--- src/hdl/bqlp_pkg.sv ---
// ----------------------------------------------------------------------------
// bqlp_pkg
// Shared constants, sequencer step codes and the control bundle of the
// biquad low-pass filter.
// ----------------------------------------------------------------------------
package bqlp_pkg;

   localparam int STATE_FRAC = 8;

   localparam int CSR_IDX_W = 3;
   localparam logic [CSR_IDX_W-1:0] REG_ENABLE = 3'd0;
   localparam logic [CSR_IDX_W-1:0] REG_B0     = 3'd1;
   localparam logic [CSR_IDX_W-1:0] REG_B1     = 3'd2;
   localparam logic [CSR_IDX_W-1:0] REG_B2     = 3'd3;
   localparam logic [CSR_IDX_W-1:0] REG_A1     = 3'd4;
   localparam logic [CSR_IDX_W-1:0] REG_A2     = 3'd5;

   localparam int STEP_W = 4;
   localparam logic [STEP_W-1:0] ST_IDLE = 4'd0;
   localparam logic [STEP_W-1:0] ST_A1   = 4'd1;
   localparam logic [STEP_W-1:0] ST_A2   = 4'd2;
   localparam logic [STEP_W-1:0] ST_SUBW = 4'd3;
   localparam logic [STEP_W-1:0] ST_CHK  = 4'd4;
   localparam logic [STEP_W-1:0] ST_B0   = 4'd5;
   localparam logic [STEP_W-1:0] ST_B1   = 4'd6;
   localparam logic [STEP_W-1:0] ST_B2   = 4'd7;
   localparam logic [STEP_W-1:0] ST_SUMY = 4'd8;
   localparam logic [STEP_W-1:0] ST_DONE = 4'd9;

   typedef struct packed {
      logic [STEP_W-1:0] step;
      logic              start;
      logic              commit;
      logic              bypass;
   } ctrl_type;

endpackage

--- src/hdl/bqlp_if.sv ---
// ----------------------------------------------------------------------------
// bqlp_if
// Valid/ready channels for the sample beats going into and out of the filter.
// ----------------------------------------------------------------------------
interface bqlp_req_if #(
   parameter int SAMPLE_WIDTH = 16
) ();
   logic                           valid;
   logic                           ready;
   logic signed [SAMPLE_WIDTH-1:0] sample_in;

   modport source (output valid, output sample_in, input ready);
   modport sink   (input valid, input sample_in, output ready);
endinterface

interface bqlp_rsp_if #(
   parameter int SAMPLE_WIDTH = 16
) ();
   logic                           valid;
   logic                           ready;
   logic signed [SAMPLE_WIDTH-1:0] sample_out;
   logic                           bad_value;

   modport source (output valid, output sample_out, output bad_value, input ready);
   modport sink   (input valid, input sample_out, input bad_value, output ready);
endinterface

--- src/hdl/bqlp_csr.sv ---
// ----------------------------------------------------------------------------
// bqlp_csr
// Configuration registers: filter enable and the five biquad coefficients.
// ----------------------------------------------------------------------------
module bqlp_csr #(
   parameter int COEF_WIDTH = 16
) (
   input  logic                                clock,
   input  logic                                reset,
   input  logic                                csr_we,
   input  logic [bqlp_pkg::CSR_IDX_W-1:0]      csr_index,
   input  logic [COEF_WIDTH-1:0]               csr_wdata,
   output logic                                enable,
   output logic signed [COEF_WIDTH-1:0]        coef_b0,
   output logic signed [COEF_WIDTH-1:0]        coef_b1,
   output logic signed [COEF_WIDTH-1:0]        coef_b2,
   output logic signed [COEF_WIDTH-1:0]        coef_a1,
   output logic signed [COEF_WIDTH-1:0]        coef_a2
);

   logic                         enable_ff;
   logic signed [COEF_WIDTH-1:0] b0_ff, b1_ff, b2_ff, a1_ff, a2_ff;

   always_ff @(posedge clock) begin
      if (reset) begin
         enable_ff <= 1'b0;
         b0_ff     <= '0;
         b1_ff     <= '0;
         b2_ff     <= '0;
         a1_ff     <= '0;
         a2_ff     <= '0;
      end else if (csr_we) begin
         case (csr_index)
            bqlp_pkg::REG_ENABLE: enable_ff <= csr_wdata[0];
            bqlp_pkg::REG_B0:     b0_ff     <= csr_wdata;
            bqlp_pkg::REG_B1:     b1_ff     <= csr_wdata;
            bqlp_pkg::REG_B2:     b2_ff     <= csr_wdata;
            bqlp_pkg::REG_A1:     a1_ff     <= csr_wdata;
            bqlp_pkg::REG_A2:     a2_ff     <= csr_wdata;
            default: begin
            end
         endcase
      end
   end

   assign enable  = enable_ff;
   assign coef_b0 = b0_ff;
   assign coef_b1 = b1_ff;
   assign coef_b2 = b2_ff;
   assign coef_a1 = a1_ff;
   assign coef_a2 = a2_ff;

endmodule

--- src/hdl/bqlp_seq.sv ---
// ----------------------------------------------------------------------------
// bqlp_seq
// Step sequencer: takes a sample beat, walks the shared multiplier through
// the five products if enabled, and hands the result to the output register.
// ----------------------------------------------------------------------------
module bqlp_seq (
   input  logic                clock,
   input  logic                reset,
   input  logic                req_valid,
   output logic                req_ready,
   input  logic                enable,
   input  logic                rsp_ready,
   output logic                rsp_valid,
   output bqlp_pkg::ctrl_type  ctrl
);

   logic [bqlp_pkg::STEP_W-1:0] state_ff, state_in;
   logic                        bypass_ff, bypass_in;
   logic                        rsp_valid_ff, rsp_valid_in;
   logic                        start, commit;

   assign req_ready = (state_ff == bqlp_pkg::ST_IDLE);
   assign start     = req_valid && req_ready;
   assign commit    = (state_ff == bqlp_pkg::ST_DONE) && (!rsp_valid_ff || rsp_ready);

   always_comb begin
      state_in  = state_ff;
      bypass_in = bypass_ff;
      case (state_ff)
         bqlp_pkg::ST_IDLE: begin
            if (start) begin
               bypass_in = !enable;
               state_in  = enable ? bqlp_pkg::ST_A1 : bqlp_pkg::ST_DONE;
            end
         end
         bqlp_pkg::ST_A1:   state_in = bqlp_pkg::ST_A2;
         bqlp_pkg::ST_A2:   state_in = bqlp_pkg::ST_SUBW;
         bqlp_pkg::ST_SUBW: state_in = bqlp_pkg::ST_CHK;
         bqlp_pkg::ST_CHK:  state_in = bqlp_pkg::ST_B0;
         bqlp_pkg::ST_B0:   state_in = bqlp_pkg::ST_B1;
         bqlp_pkg::ST_B1:   state_in = bqlp_pkg::ST_B2;
         bqlp_pkg::ST_B2:   state_in = bqlp_pkg::ST_SUMY;
         bqlp_pkg::ST_SUMY: state_in = bqlp_pkg::ST_DONE;
         bqlp_pkg::ST_DONE: begin
            if (commit) begin
               state_in = bqlp_pkg::ST_IDLE;
            end
         end
         default: state_in = bqlp_pkg::ST_IDLE;
      endcase
   end

   always_comb begin
      rsp_valid_in = rsp_valid_ff;
      if (commit) begin
         rsp_valid_in = 1'b1;
      end else if (rsp_ready) begin
         rsp_valid_in = 1'b0;
      end
   end

   always_ff @(posedge clock) begin
      if (reset) begin
         state_ff     <= bqlp_pkg::ST_IDLE;
         bypass_ff    <= 1'b0;
         rsp_valid_ff <= 1'b0;
      end else begin
         state_ff     <= state_in;
         bypass_ff    <= bypass_in;
         rsp_valid_ff <= rsp_valid_in;
      end
   end

   assign rsp_valid   = rsp_valid_ff;
   assign ctrl.step   = state_ff;
   assign ctrl.start  = start;
   assign ctrl.commit = commit;
   assign ctrl.bypass = bypass_ff;

endmodule

--- src/hdl/bqlp_dpath.sv ---
// ----------------------------------------------------------------------------
// bqlp_dpath
// Filter datapath: one shared multiplier with a product register, an
// accumulator, the two delay elements and the output register.
// ----------------------------------------------------------------------------
module bqlp_dpath #(
   parameter int SAMPLE_WIDTH = 16,
   parameter int COEF_WIDTH   = 16,
   parameter int STATE_WIDTH  = 32
) (
   input  logic                             clock,
   input  logic                             reset,
   input  bqlp_pkg::ctrl_type               ctrl,
   input  logic signed [SAMPLE_WIDTH-1:0]   sample_in,
   input  logic signed [COEF_WIDTH-1:0]     coef_b0,
   input  logic signed [COEF_WIDTH-1:0]     coef_b1,
   input  logic signed [COEF_WIDTH-1:0]     coef_b2,
   input  logic signed [COEF_WIDTH-1:0]     coef_a1,
   input  logic signed [COEF_WIDTH-1:0]     coef_a2,
   output logic signed [SAMPLE_WIDTH-1:0]   sample_out,
   output logic                             bad_value
);

   localparam int FR     = bqlp_pkg::STATE_FRAC;
   localparam int CF     = COEF_WIDTH - 2;
   localparam int YSH    = FR + CF;
   localparam int DLY_W  = (STATE_WIDTH > SAMPLE_WIDTH + FR) ? STATE_WIDTH : SAMPLE_WIDTH + FR;
   localparam int PROD_W = DLY_W + COEF_WIDTH;
   localparam int ACC_W  = PROD_W + 2;
   localparam logic signed [ACC_W-1:0] HALF_W = ACC_W'(1) <<< (CF - 1);
   localparam logic signed [ACC_W-1:0] HALF_Y = ACC_W'(1) <<< (YSH - 1);
   localparam logic signed [SAMPLE_WIDTH-1:0] SAT_MAX = {1'b0, {(SAMPLE_WIDTH-1){1'b1}}};
   localparam logic signed [SAMPLE_WIDTH-1:0] SAT_MIN = {1'b1, {(SAMPLE_WIDTH-1){1'b0}}};

   logic signed [SAMPLE_WIDTH-1:0] x_ff;
   logic signed [DLY_W-1:0]        d1_ff, d2_ff, w_ff, w_in;
   logic signed [PROD_W-1:0]       prod_ff, prod_in;
   logic signed [ACC_W-1:0]        acc_ff, acc_in;
   logic                           bad_ff;
   logic signed [SAMPLE_WIDTH-1:0] out_ff, y_sat;
   logic                           out_bad_ff;

   logic signed [COEF_WIDTH-1:0]   mul_coef;
   logic signed [DLY_W-1:0]        mul_data;
   logic signed [DLY_W-1:0]        x_state;
   logic signed [ACC_W-1:0]        acc_w_shift;
   logic [ACC_W-STATE_WIDTH-CF:0]  w_hi;
   logic [ACC_W-SAMPLE_WIDTH-YSH:0] y_hi;
   logic                           w_ovf;

   always_comb begin
      mul_coef = coef_a1;
      mul_data = d1_ff;
      case (ctrl.step)
         bqlp_pkg::ST_A1: begin
            mul_coef = coef_a1;
            mul_data = d1_ff;
         end
         bqlp_pkg::ST_A2: begin
            mul_coef = coef_a2;
            mul_data = d2_ff;
         end
         bqlp_pkg::ST_B0: begin
            mul_coef = coef_b0;
            mul_data = w_ff;
         end
         bqlp_pkg::ST_B1: begin
            mul_coef = coef_b1;
            mul_data = d1_ff;
         end
         bqlp_pkg::ST_B2: begin
            mul_coef = coef_b2;
            mul_data = d2_ff;
         end
         default: begin
            mul_coef = coef_a1;
            mul_data = d1_ff;
         end
      endcase
   end

   assign prod_in = PROD_W'(mul_coef) * PROD_W'(mul_data);

   always_comb begin
      acc_in = acc_ff;
      if (ctrl.start) begin
         acc_in = (ACC_W'(sample_in) <<< YSH) + HALF_W;
      end else begin
         case (ctrl.step)
            bqlp_pkg::ST_A2,
            bqlp_pkg::ST_SUBW: acc_in = acc_ff - ACC_W'(prod_ff);
            bqlp_pkg::ST_B1:   acc_in = ACC_W'(prod_ff) + HALF_Y;
            bqlp_pkg::ST_B2,
            bqlp_pkg::ST_SUMY: acc_in = acc_ff + ACC_W'(prod_ff);
            default:           acc_in = acc_ff;
         endcase
      end
   end

   // The rounded internal value fits the state when every bit above its
   // sign position is a copy of the sign.
   assign x_state     = DLY_W'(x_ff) <<< FR;
   assign acc_w_shift = acc_ff >>> CF;
   assign w_hi        = acc_ff[ACC_W-1:STATE_WIDTH-1+CF];
   assign w_ovf       = !((&w_hi) || !(|w_hi));
   assign w_in        = w_ovf ? x_state : DLY_W'(acc_w_shift);

   assign y_hi = acc_ff[ACC_W-1:SAMPLE_WIDTH-1+YSH];
   always_comb begin
      if ((&y_hi) || !(|y_hi)) begin
         y_sat = acc_ff[SAMPLE_WIDTH-1+YSH:YSH];
      end else if (acc_ff[ACC_W-1]) begin
         y_sat = SAT_MIN;
      end else begin
         y_sat = SAT_MAX;
      end
   end

   always_ff @(posedge clock) begin
      if (reset) begin
         d1_ff <= '0;
         d2_ff <= '0;
      end else if (ctrl.commit && !ctrl.bypass) begin
         d2_ff <= d1_ff;
         d1_ff <= w_ff;
      end
   end

   always_ff @(posedge clock) begin
      prod_ff <= prod_in;
      acc_ff  <= acc_in;
      if (ctrl.start) begin
         x_ff <= sample_in;
      end
      if (ctrl.step == bqlp_pkg::ST_CHK) begin
         w_ff   <= w_in;
         bad_ff <= w_ovf;
      end
      if (ctrl.commit) begin
         out_ff     <= ctrl.bypass ? x_ff : y_sat;
         out_bad_ff <= ctrl.bypass ? 1'b0 : bad_ff;
      end
   end

   assign sample_out = out_ff;
   assign bad_value  = out_bad_ff;

endmodule

--- src/hdl/biquad_lowpass_filter_top.sv ---
// ----------------------------------------------------------------------------
// biquad_lowpass_filter_top
// Second-order low-pass IIR filter, direct form II, one channel.
//
// Samples arrive as beats on req_if and filtered samples leave as beats on
// rsp_if; both use valid/ready. Coefficients (Q2.14) and the enable bit are
// written through csr_we, csr_index and csr_wdata; the user must do so only
// while no sample is in flight, as the block does not enforce it. With the
// filter enabled, the five products of a sample go one after another through
// the single multiplier, along with the overflow check and rounding steps,
// and no new sample is taken until the result reaches the output register.
// With the filter disabled a sample skips those steps and goes straight to
// the output register, and the delay elements are kept. The output register
// holds one result, so a new sample is taken while the previous result still
// waits on rsp_if; if that result still waits when the next one is finished,
// the block holds the finished result and stops taking samples. Reset clears
// the coefficients, the enable bit, both delay elements and any pending result.
// ----------------------------------------------------------------------------
module biquad_lowpass_filter_top #(
   parameter int SAMPLE_WIDTH = 16,
   parameter int COEF_WIDTH   = 16,
   parameter int STATE_WIDTH  = 32
) (
   input  logic                                 clock,
   input  logic                                 reset,
   bqlp_req_if.sink                             req_if,
   bqlp_rsp_if.source                           rsp_if,
   input  logic                                 csr_we,
   input  logic [bqlp_pkg::CSR_IDX_W-1:0]       csr_index,
   input  logic [COEF_WIDTH-1:0]                csr_wdata
);

   logic                         enable;
   logic signed [COEF_WIDTH-1:0] coef_b0, coef_b1, coef_b2, coef_a1, coef_a2;
   bqlp_pkg::ctrl_type           ctrl;

   bqlp_csr #(
      .COEF_WIDTH (COEF_WIDTH)
   ) u_csr (
      .clock     (clock),
      .reset     (reset),
      .csr_we    (csr_we),
      .csr_index (csr_index),
      .csr_wdata (csr_wdata),
      .enable    (enable),
      .coef_b0   (coef_b0),
      .coef_b1   (coef_b1),
      .coef_b2   (coef_b2),
      .coef_a1   (coef_a1),
      .coef_a2   (coef_a2)
   );

   bqlp_seq u_seq (
      .clock     (clock),
      .reset     (reset),
      .req_valid (req_if.valid),
      .req_ready (req_if.ready),
      .enable    (enable),
      .rsp_ready (rsp_if.ready),
      .rsp_valid (rsp_if.valid),
      .ctrl      (ctrl)
   );

   bqlp_dpath #(
      .SAMPLE_WIDTH (SAMPLE_WIDTH),
      .COEF_WIDTH   (COEF_WIDTH),
      .STATE_WIDTH  (STATE_WIDTH)
   ) u_dpath (
      .clock      (clock),
      .reset      (reset),
      .ctrl       (ctrl),
      .sample_in  (req_if.sample_in),
      .coef_b0    (coef_b0),
      .coef_b1    (coef_b1),
      .coef_b2    (coef_b2),
      .coef_a1    (coef_a1),
      .coef_a2    (coef_a2),
      .sample_out (rsp_if.sample_out),
      .bad_value  (rsp_if.bad_value)
   );

endmodule

--- src/flat_wrapper.sv ---
// flat-port wrapper written by rule: the top's interface ports become plain ports
module biquad_lowpass_filter_top_flat 
#(
   parameter int SAMPLE_WIDTH = 16,
   parameter int COEF_WIDTH   = 16,
   parameter int STATE_WIDTH  = 32
)
  (clock, reset, csr_we, csr_index, csr_wdata, req_if_valid, req_if_sample_in, req_if_ready, rsp_if_valid, rsp_if_sample_out, rsp_if_bad_value, rsp_if_ready);
  bqlp_req_if #(.SAMPLE_WIDTH(SAMPLE_WIDTH)) req_if_i ();
  bqlp_rsp_if #(.SAMPLE_WIDTH(SAMPLE_WIDTH)) rsp_if_i ();
  input  logic clock;
  input  logic reset;
  input  logic csr_we;
  input  logic [bqlp_pkg::CSR_IDX_W-1:0] csr_index;
  input  logic [COEF_WIDTH-1:0] csr_wdata;
  input wire logic [$bits(req_if_i.valid)-1:0] req_if_valid;
  input wire logic [$bits(req_if_i.sample_in)-1:0] req_if_sample_in;
  output wire logic [$bits(req_if_i.ready)-1:0] req_if_ready;
  output wire logic [$bits(rsp_if_i.valid)-1:0] rsp_if_valid;
  output wire logic [$bits(rsp_if_i.sample_out)-1:0] rsp_if_sample_out;
  output wire logic [$bits(rsp_if_i.bad_value)-1:0] rsp_if_bad_value;
  input wire logic [$bits(rsp_if_i.ready)-1:0] rsp_if_ready;
  assign req_if_i.valid = req_if_valid;
  assign req_if_i.sample_in = req_if_sample_in;
  assign req_if_ready = req_if_i.ready;
  assign rsp_if_valid = rsp_if_i.valid;
  assign rsp_if_sample_out = rsp_if_i.sample_out;
  assign rsp_if_bad_value = rsp_if_i.bad_value;
  assign rsp_if_i.ready = rsp_if_ready;
  biquad_lowpass_filter_top #(.SAMPLE_WIDTH(SAMPLE_WIDTH), .COEF_WIDTH(COEF_WIDTH), .STATE_WIDTH(STATE_WIDTH)) u_core (.clock(clock), .reset(reset), .req_if(req_if_i), .rsp_if(rsp_if_i), .csr_we(csr_we), .csr_index(csr_index), .csr_wdata(csr_wdata));
endmodule
--- config.mk ---
export PLATFORM = sky130hd
export DESIGN_NAME = biquad_lowpass_filter_top_flat
export DESIGN_NICKNAME = d
export VERILOG_FILES = /design/src/hdl/bqlp_pkg.sv /design/src/hdl/bqlp_if.sv /design/src/hdl/bqlp_csr.sv /design/src/hdl/bqlp_seq.sv /design/src/hdl/bqlp_dpath.sv /design/src/hdl/biquad_lowpass_filter_top.sv /design/src/flat_wrapper.sv
export SDC_FILE = /design/constraint.sdc
export NUM_CORES = 2
export LEC_CHECK = 0
export BUFFER_PORTS_ARGS = -buffer_cell sky130_fd_sc_hd__buf_2
export CORE_UTILIZATION = 55
export DETAILED_ROUTE_END_ITERATION = 6
export PLACE_DENSITY = 0.71
export SLEW_MARGIN = 20
export SYNTH_ARGS = -nofsm -noshare
export SYNTH_HDL_FRONTEND = slang
export SYNTH_SLANG_ARGS = --single-unit
export TNS_END_PERCENT = 100
--- constraint.sdc ---
create_clock -name clock -period 11.2 [get_ports clock]
set_input_delay 1.12 -clock clock [delete_from_list [all_inputs] [get_ports clock]]
set_output_delay 1.12 -clock clock [all_outputs]
set_load 0.01 [all_outputs]
# --- Yosys cells after proc, flatten, opt, wreduce, memory -nomap -nowiden ---
# Index checks and enable logic that the tools add are counted.
op_classes:
  n_addsub: 4
  multipliers: 1
  div_mod_pow: 0
  order_cmp: 0
  eq_ne: 16
  n_shift: 0
  muxes: 14
  bitwise_logic: 0
  n_reduce_logical: 31
ops:
  columns: ["cell", "count"]
  rows:
  - ["50-bit one-hot mux with 3 select lines", 1]
  - ["16-bit one-hot mux with 4 select lines", 1]
  - ["32-bit one-hot mux with 2 select lines", 1]
  - ["50-bit by 48-bit adder with 50-bit output", 1]
  - ["50-bit 2-to-1 mux", 1]
  - ["50-bit by 48-bit subtractor with 50-bit output", 1]
  - ["48-bit by 23-bit adder with 49-bit output, second input constant", 1]
  - ["16-bit by 32-bit multiplier with 48-bit output", 1]
  - ["16-bit 2-to-1 mux", 3]
  - ["4-bit one-hot mux with 10 select lines", 1]
  - ["38-bit by 15-bit adder with 39-bit output, second input constant", 1]
  - ["32-bit 2-to-1 mux", 1]
  - ["4-bit by 3-bit equality test with 1-bit output, second input constant", 4]
  - ["2-bit AND reduction", 8]
  - ["13-bit AND reduction", 1]
  - ["13-bit OR reduction", 1]
  - ["4-bit 2-to-1 mux", 3]
  - ["4-bit by 2-bit equality test with 1-bit output, second input constant", 2]
  - ["4-bit equality test, second input constant", 2]
  - ["3-bit by 2-bit equality test with 1-bit output, second input constant", 2]
  - ["3-bit equality test, second input constant", 2]
  - ["1-bit zero test", 6]
  - ["2-bit OR reduction", 3]
  - ["5-bit AND reduction", 1]
  - ["other kinds (12)", 17]
totals:
  reg_bits: 315
  latch_bits: 0
  mem_bits_rw: 0
  mem_bits_ro: 0
  mem_count: 0

# --- Logic depth before layout (Yosys ltp) ---
logic_depth:
  word_depth: 5
  depth_mapped: 35
  ltp_nobuf: 31

# --- Cells and area by module ---
# From an unflattened synthesis, not the netlist that was laid out.
hier_totals:
  hier_cells: 3953
  area_unflattened_um2: 34764.6
modules_own_cells:
  columns: ["module", "instances", "cells_per_inst", "area_each_um2", "seq_area_each_um2"]
  rows:
  - ["bqlp_dpath", 1, 3628, 31177.4, 5725.5]
  - ["bqlp_csr", 1, 287, 3246.9, 1621.6]
  - ["bqlp_seq", 1, 38, 340.3, 120.1]

# --- Least setup slack after synthesis ---
# No wires, ideal clock.
synth_path:
  path_type: "flip-flop to flip-flop"
  start: "register u_core.u_seq.state_ff[3] in the netlist's numbering"
  end: "register u_core.u_dpath.prod_ff[43]"
  setup_ps: 72
  arrival_time_ps: 7664
  t_required_ps: 11128
  path_slack_ps: 3464
  path_stages_with_launch: 30
  period_less_slack_ps: 7736
  path_cell_list: "dfxtp_1 -> nor4b_2 -> or2_2 -> clkbuf_1 -> nor2_1 -> buf_2 -> buf_1 -> a221oi_1 -> nor2_1 -> fa_1 -> inv_1 -> fa_1 -> fa_1 -> inv_1 -> fa_1 -> fa_1 -> inv_1 -> fa_1 -> inv_1 -> ha_1 -> clkbuf_1 -> a21oi_1 -> o21ai_0 -> a211oi_1 -> and4_1 -> nor2_1 -> a221oi_1 -> o21bai_1 -> a31oi_1 -> xnor2_1"
synth_via:
  elab_chain_cells: 4
synth_rtl:
  columns: ["item", "line_no", "rtl"]
  rows:
  - ["start: declaration", "bqlp_seq.sv:17", "logic [bqlp_pkg::STEP_W-1:0] state_ff, state_in;"]
  - ["start signal: assignment", "bqlp_seq.sv:64", "state_ff <= bqlp_pkg::ST_IDLE;"]
  - ["start signal: assignment", "bqlp_seq.sv:68", "state_ff <= state_in;"]
  - ["4-bit by 3-bit equality test with 1-bit output or 4-bit by 2-bit equality test with 1-bit output (tied branches)", "bqlp_dpath.sv:54", "case (ctrl.step)"]
  - ["2-bit OR reduction (no source line)", null, null]
  - ["32-bit one-hot mux with 2 select lines", "bqlp_dpath.sv:54", null]
  - ["16-bit by 32-bit multiplier with 48-bit output *", "bqlp_dpath.sv:82", "assign prod_in = PROD_W'(mul_coef) * PROD_W'(mul_data);"]
  - ["via u_core.u_dpath.prod_in[43]", "bqlp_dpath.sv:37", "logic signed [PROD_W-1:0] prod_ff, prod_in;"]
  - ["end signal: assignment", "bqlp_dpath.sv:130", "prod_ff <= prod_in;"]
  - ["end: declaration", "bqlp_dpath.sv:37", null]
# Mark *: on every way through the listed nets, which the timed path passes. The rest lies on a longest branch.
# A chain may end at the register's enable or synchronous reset.

# --- Worst setup path in the final report ---
layout_path:
  start: "register u_core.u_seq.state_ff[1] in the netlist's numbering"
  end: "register u_core.u_dpath.prod_ff[43]"
# The elaborated chain is that of the path after synthesis.

==> metrics.txt <==
Worst slew margin 0.251; P_sw 4.68 mW; drt drc 0; Post-CTS Resized 0; number of synthesized flops with an enable pin 116; max-slew violations 0; Int Pwr 4.74 mW; layout cell share with drive strength beyond 1 0.0567; Yosys top cell by area fa_1; DP HPWL 77.4 mm; clk_lat worst skew 0.55 ns; Seq cells post-synth 315; synth cell count leaders nand2_1, inv_1, fa_1, nor2_1, a21oi_1; Synthesis Warnings 0; Static Leak 16.2 nW; total global routing overflow 0; Hold Path Class reg -> reg; maxcap violations 0; register area share after synthesis 0.218; worst hold path startpoint u_core.u_csr.coef_b0[4]; initial antenna violation count 2; Clock Path Buffers 3; largest net degree at the start of global routing 90; Layout area overhead 6.63%; crit-path max cell delay 0.79 ns; Setup Skew 0.0322 ns; Core Util, Final 0.593; Synth Flop Type dfxtp_1; Total Die Area about 0.063 mm²; 1st-iter DRT viols 2850; vias in the first global route 28137; Syn Inst Count around 4100; RSZ-0062 raised after global routing false; CP most frequent cell fa_1; CTS root buf clkbuf_16; most used standard cell by instance count after synthesis nand2_1; Reg power frac 0.203; Sw Share 0.497; Critical-path top delay cell nor2_2; Hold Vio Cnt, Final 0; Num CTS Buffers 35; Die Wd 252 µm; CTS clk-pin slew, worst paths 0.06 ns; cell area power density between 200 and 300 mW/mm²; clock share of power 0.126; Multi-input gate area 0.0239 mm²; global-route wire length before repair 159 mm; Total GRT Usage 0.325; setup tns final 0 ns; CTS tree done; top-area cell type share of the netlist area 0.285; CP required roughly 12 ns; NumNets Final 4689; DRT Wirelength 100 mm; Routed WL per cell 20.7 µm; critical path capture point type flip-flop; Worst VDD drop 445 µV; Slew @ Worst Pin 1.12 ns; Clock H-tree levels 2; GPL Wtd Cong 0.982; FF+latch area 0.00747 mm²; CP max FO 19; pre-CTS WS between 1.5 and 2 ns; Antenna Cells 0; post-route ant nets 0; combinational share of power 0.670; synthesized area 0.0343 mm²; Critical Path Start Type flip-flop; crit path from u_core.u_seq.state_ff[1]; synth unique cells 77; # IOs 59; Fmax achieved ~110 MHz; final worst slack 1.85 ns; IO Port Bufs 58; fillers 5575; Critical R2R Launch u_core.u_seq.state_ff[1]; Synth async-reset ratio 0; final setup fails 0; crit path kind reg -> reg; Setup Fix Bufs, Post-CTS 0; Core ar. 0.0616 mm²; Mapped Nets between 4000 and 5000; die extent in y 252 µm; synth top area cells fa_1, dfxtp_1, edfxtp_1, nand2_1, inv_1; Avg Cell Area, Syn 8.45 µm²; Hold Buf Count CTS 0; final worst path period share 0.835; status finished, final reports clean; DR pass1 iterations 6; Vias/cell 5.79; CP arrival 9.81 ns; min cycle time layout 9.35 ns; total number of vias approximately 28000; Sink Count 315; initial core utilization 0.556; Site Rows 91
-- state kept, by name, summed over array words and instances (netlist names) --
signal / cells
u_core.u_dpath.prod_ff: 48
u_core.u_csr.coef_b0: 16
u_core.u_dpath.x_ff: 16
u_core.u_dpath.bad_value: 1
u_core.u_seq.state_ff: 4
u_core.u_csr.coef_b2: 16
u_core.u_dpath.bad_ff: 1
u_core.u_csr.coef_a1: 16
u_core.u_csr.enable: 1
u_core.u_csr.coef_a2: 16
u_core.u_seq.rsp_valid: 1
u_core.u_dpath.acc_ff: 50
u_core.u_dpath.d1_ff: 32
u_core.u_dpath.d2_ff: 32
u_core.u_seq.bypass_ff: 1
u_core.u_dpath.w_ff: 32
u_core.u_dpath.sample_out: 16
u_core.u_csr.coef_b1: 16
-- stage by stage --
step	std cells	total power, mW	instance area (µm²)	hold slack (ns)
floorplan	4052	6.47	34300	0.429
global placement	4795	8.04	35300	0.441
detailed placement	4795	8.04	35300	0.446
CTS	4856	9.29	36500	0.453
global route	4857	10.1	36500	0.468
finish	4857	9.42	36500	0.455
-- power groups by stage --
stage	sequential, mW	clock (mW)	combinational, mW
floorplan	1.78	0	4.69
global placement	1.92	0	6.11
detailed placement	1.92	0	6.12
CTS	1.90	1.21	6.18
global route	1.94	1.25	6.88
finish	1.92	1.19	6.32
-- layer usage --
metal  up-vias  share of wire  GRT usage
met5         -        0.00013          0
met4         2          0.035      0.108
met3       171           0.10     0.0724
met2      1278           0.44      0.500
met1     13809           0.42      0.455
li1      12866              -          -
-- cell usage in the layout (no fill, tap or decap), drive strengths merged, types with 30 or more instances in the layout --
master  synthesis  routed
a31oi          39      39
and2           51      51
edfxtp        116     116
inv           588     595
clkbuf        184      48
nand2         800     800
o21ai         106     106
fa            487     487
a221oi         42      42
nor3           33      33
buf            31     122
ha            166     166
dfxtp         199     199
xor2           59      59
xnor2         111     111
nor2          341     341
a21oi         303     303
nand3          36      36
a221o          30      30
a21o           62      62
-- worst paths after layout --
path	endpoint	slack [ns]	cells past startpoint
worst min register to register	u_core.u_csr.coef_b0[4]	0.45	2
worst min-delay path	u_core.u_csr.coef_b0[4]	0.45	2
worst max register to register	u_core.u_dpath.prod_ff[43]	1.85	27
worst max-delay path	u_core.u_dpath.prod_ff[43]	1.85	27
-- cells by family (layout without fill, tap and decap cells) --
| logic type | Yosys count | after routing | synth area share |
|---|---|---|---|
| and+or+nand+nor | 1390 | 1390 | 0.170 |
| muxes | 8 | 8 | 0.00274 |
| xor gates and xnor gates | 170 | 170 | 0.0437 |
| AOI/OAI and AO/OA | 712 | 712 | 0.131 |
| DFF | 315 | 315 | 0.218 |
| adders and majority gates | 653 | 653 | 0.345 |
| buffers and inverters | 804 | 772 | 0.0892 |
-- cell type report --
class / count / share of cell area
clock buffer: 48 / 0.0276
clock inverter: 13 / 0.00432
inverter: 589 / 0.0605
multi-input combinational: 2933 / 0.653
sequential: 315 / 0.204
tap: 837 / 0.0287
timing repair buffer: 122 / 0.0211
-- critical path, delay by kind of cell (launching register included) --
family                     cells  cell delay, ns
DFF                            1            0.67
xor gates and xnor gates       1            0.16
buffers and inverters          4            0.43
adders and majority gates      7            3.47
and+or+nand+nor                8            2.49
AOI/OAI and AO/OA              7            2.00
(Power assumes the default switching activity.)
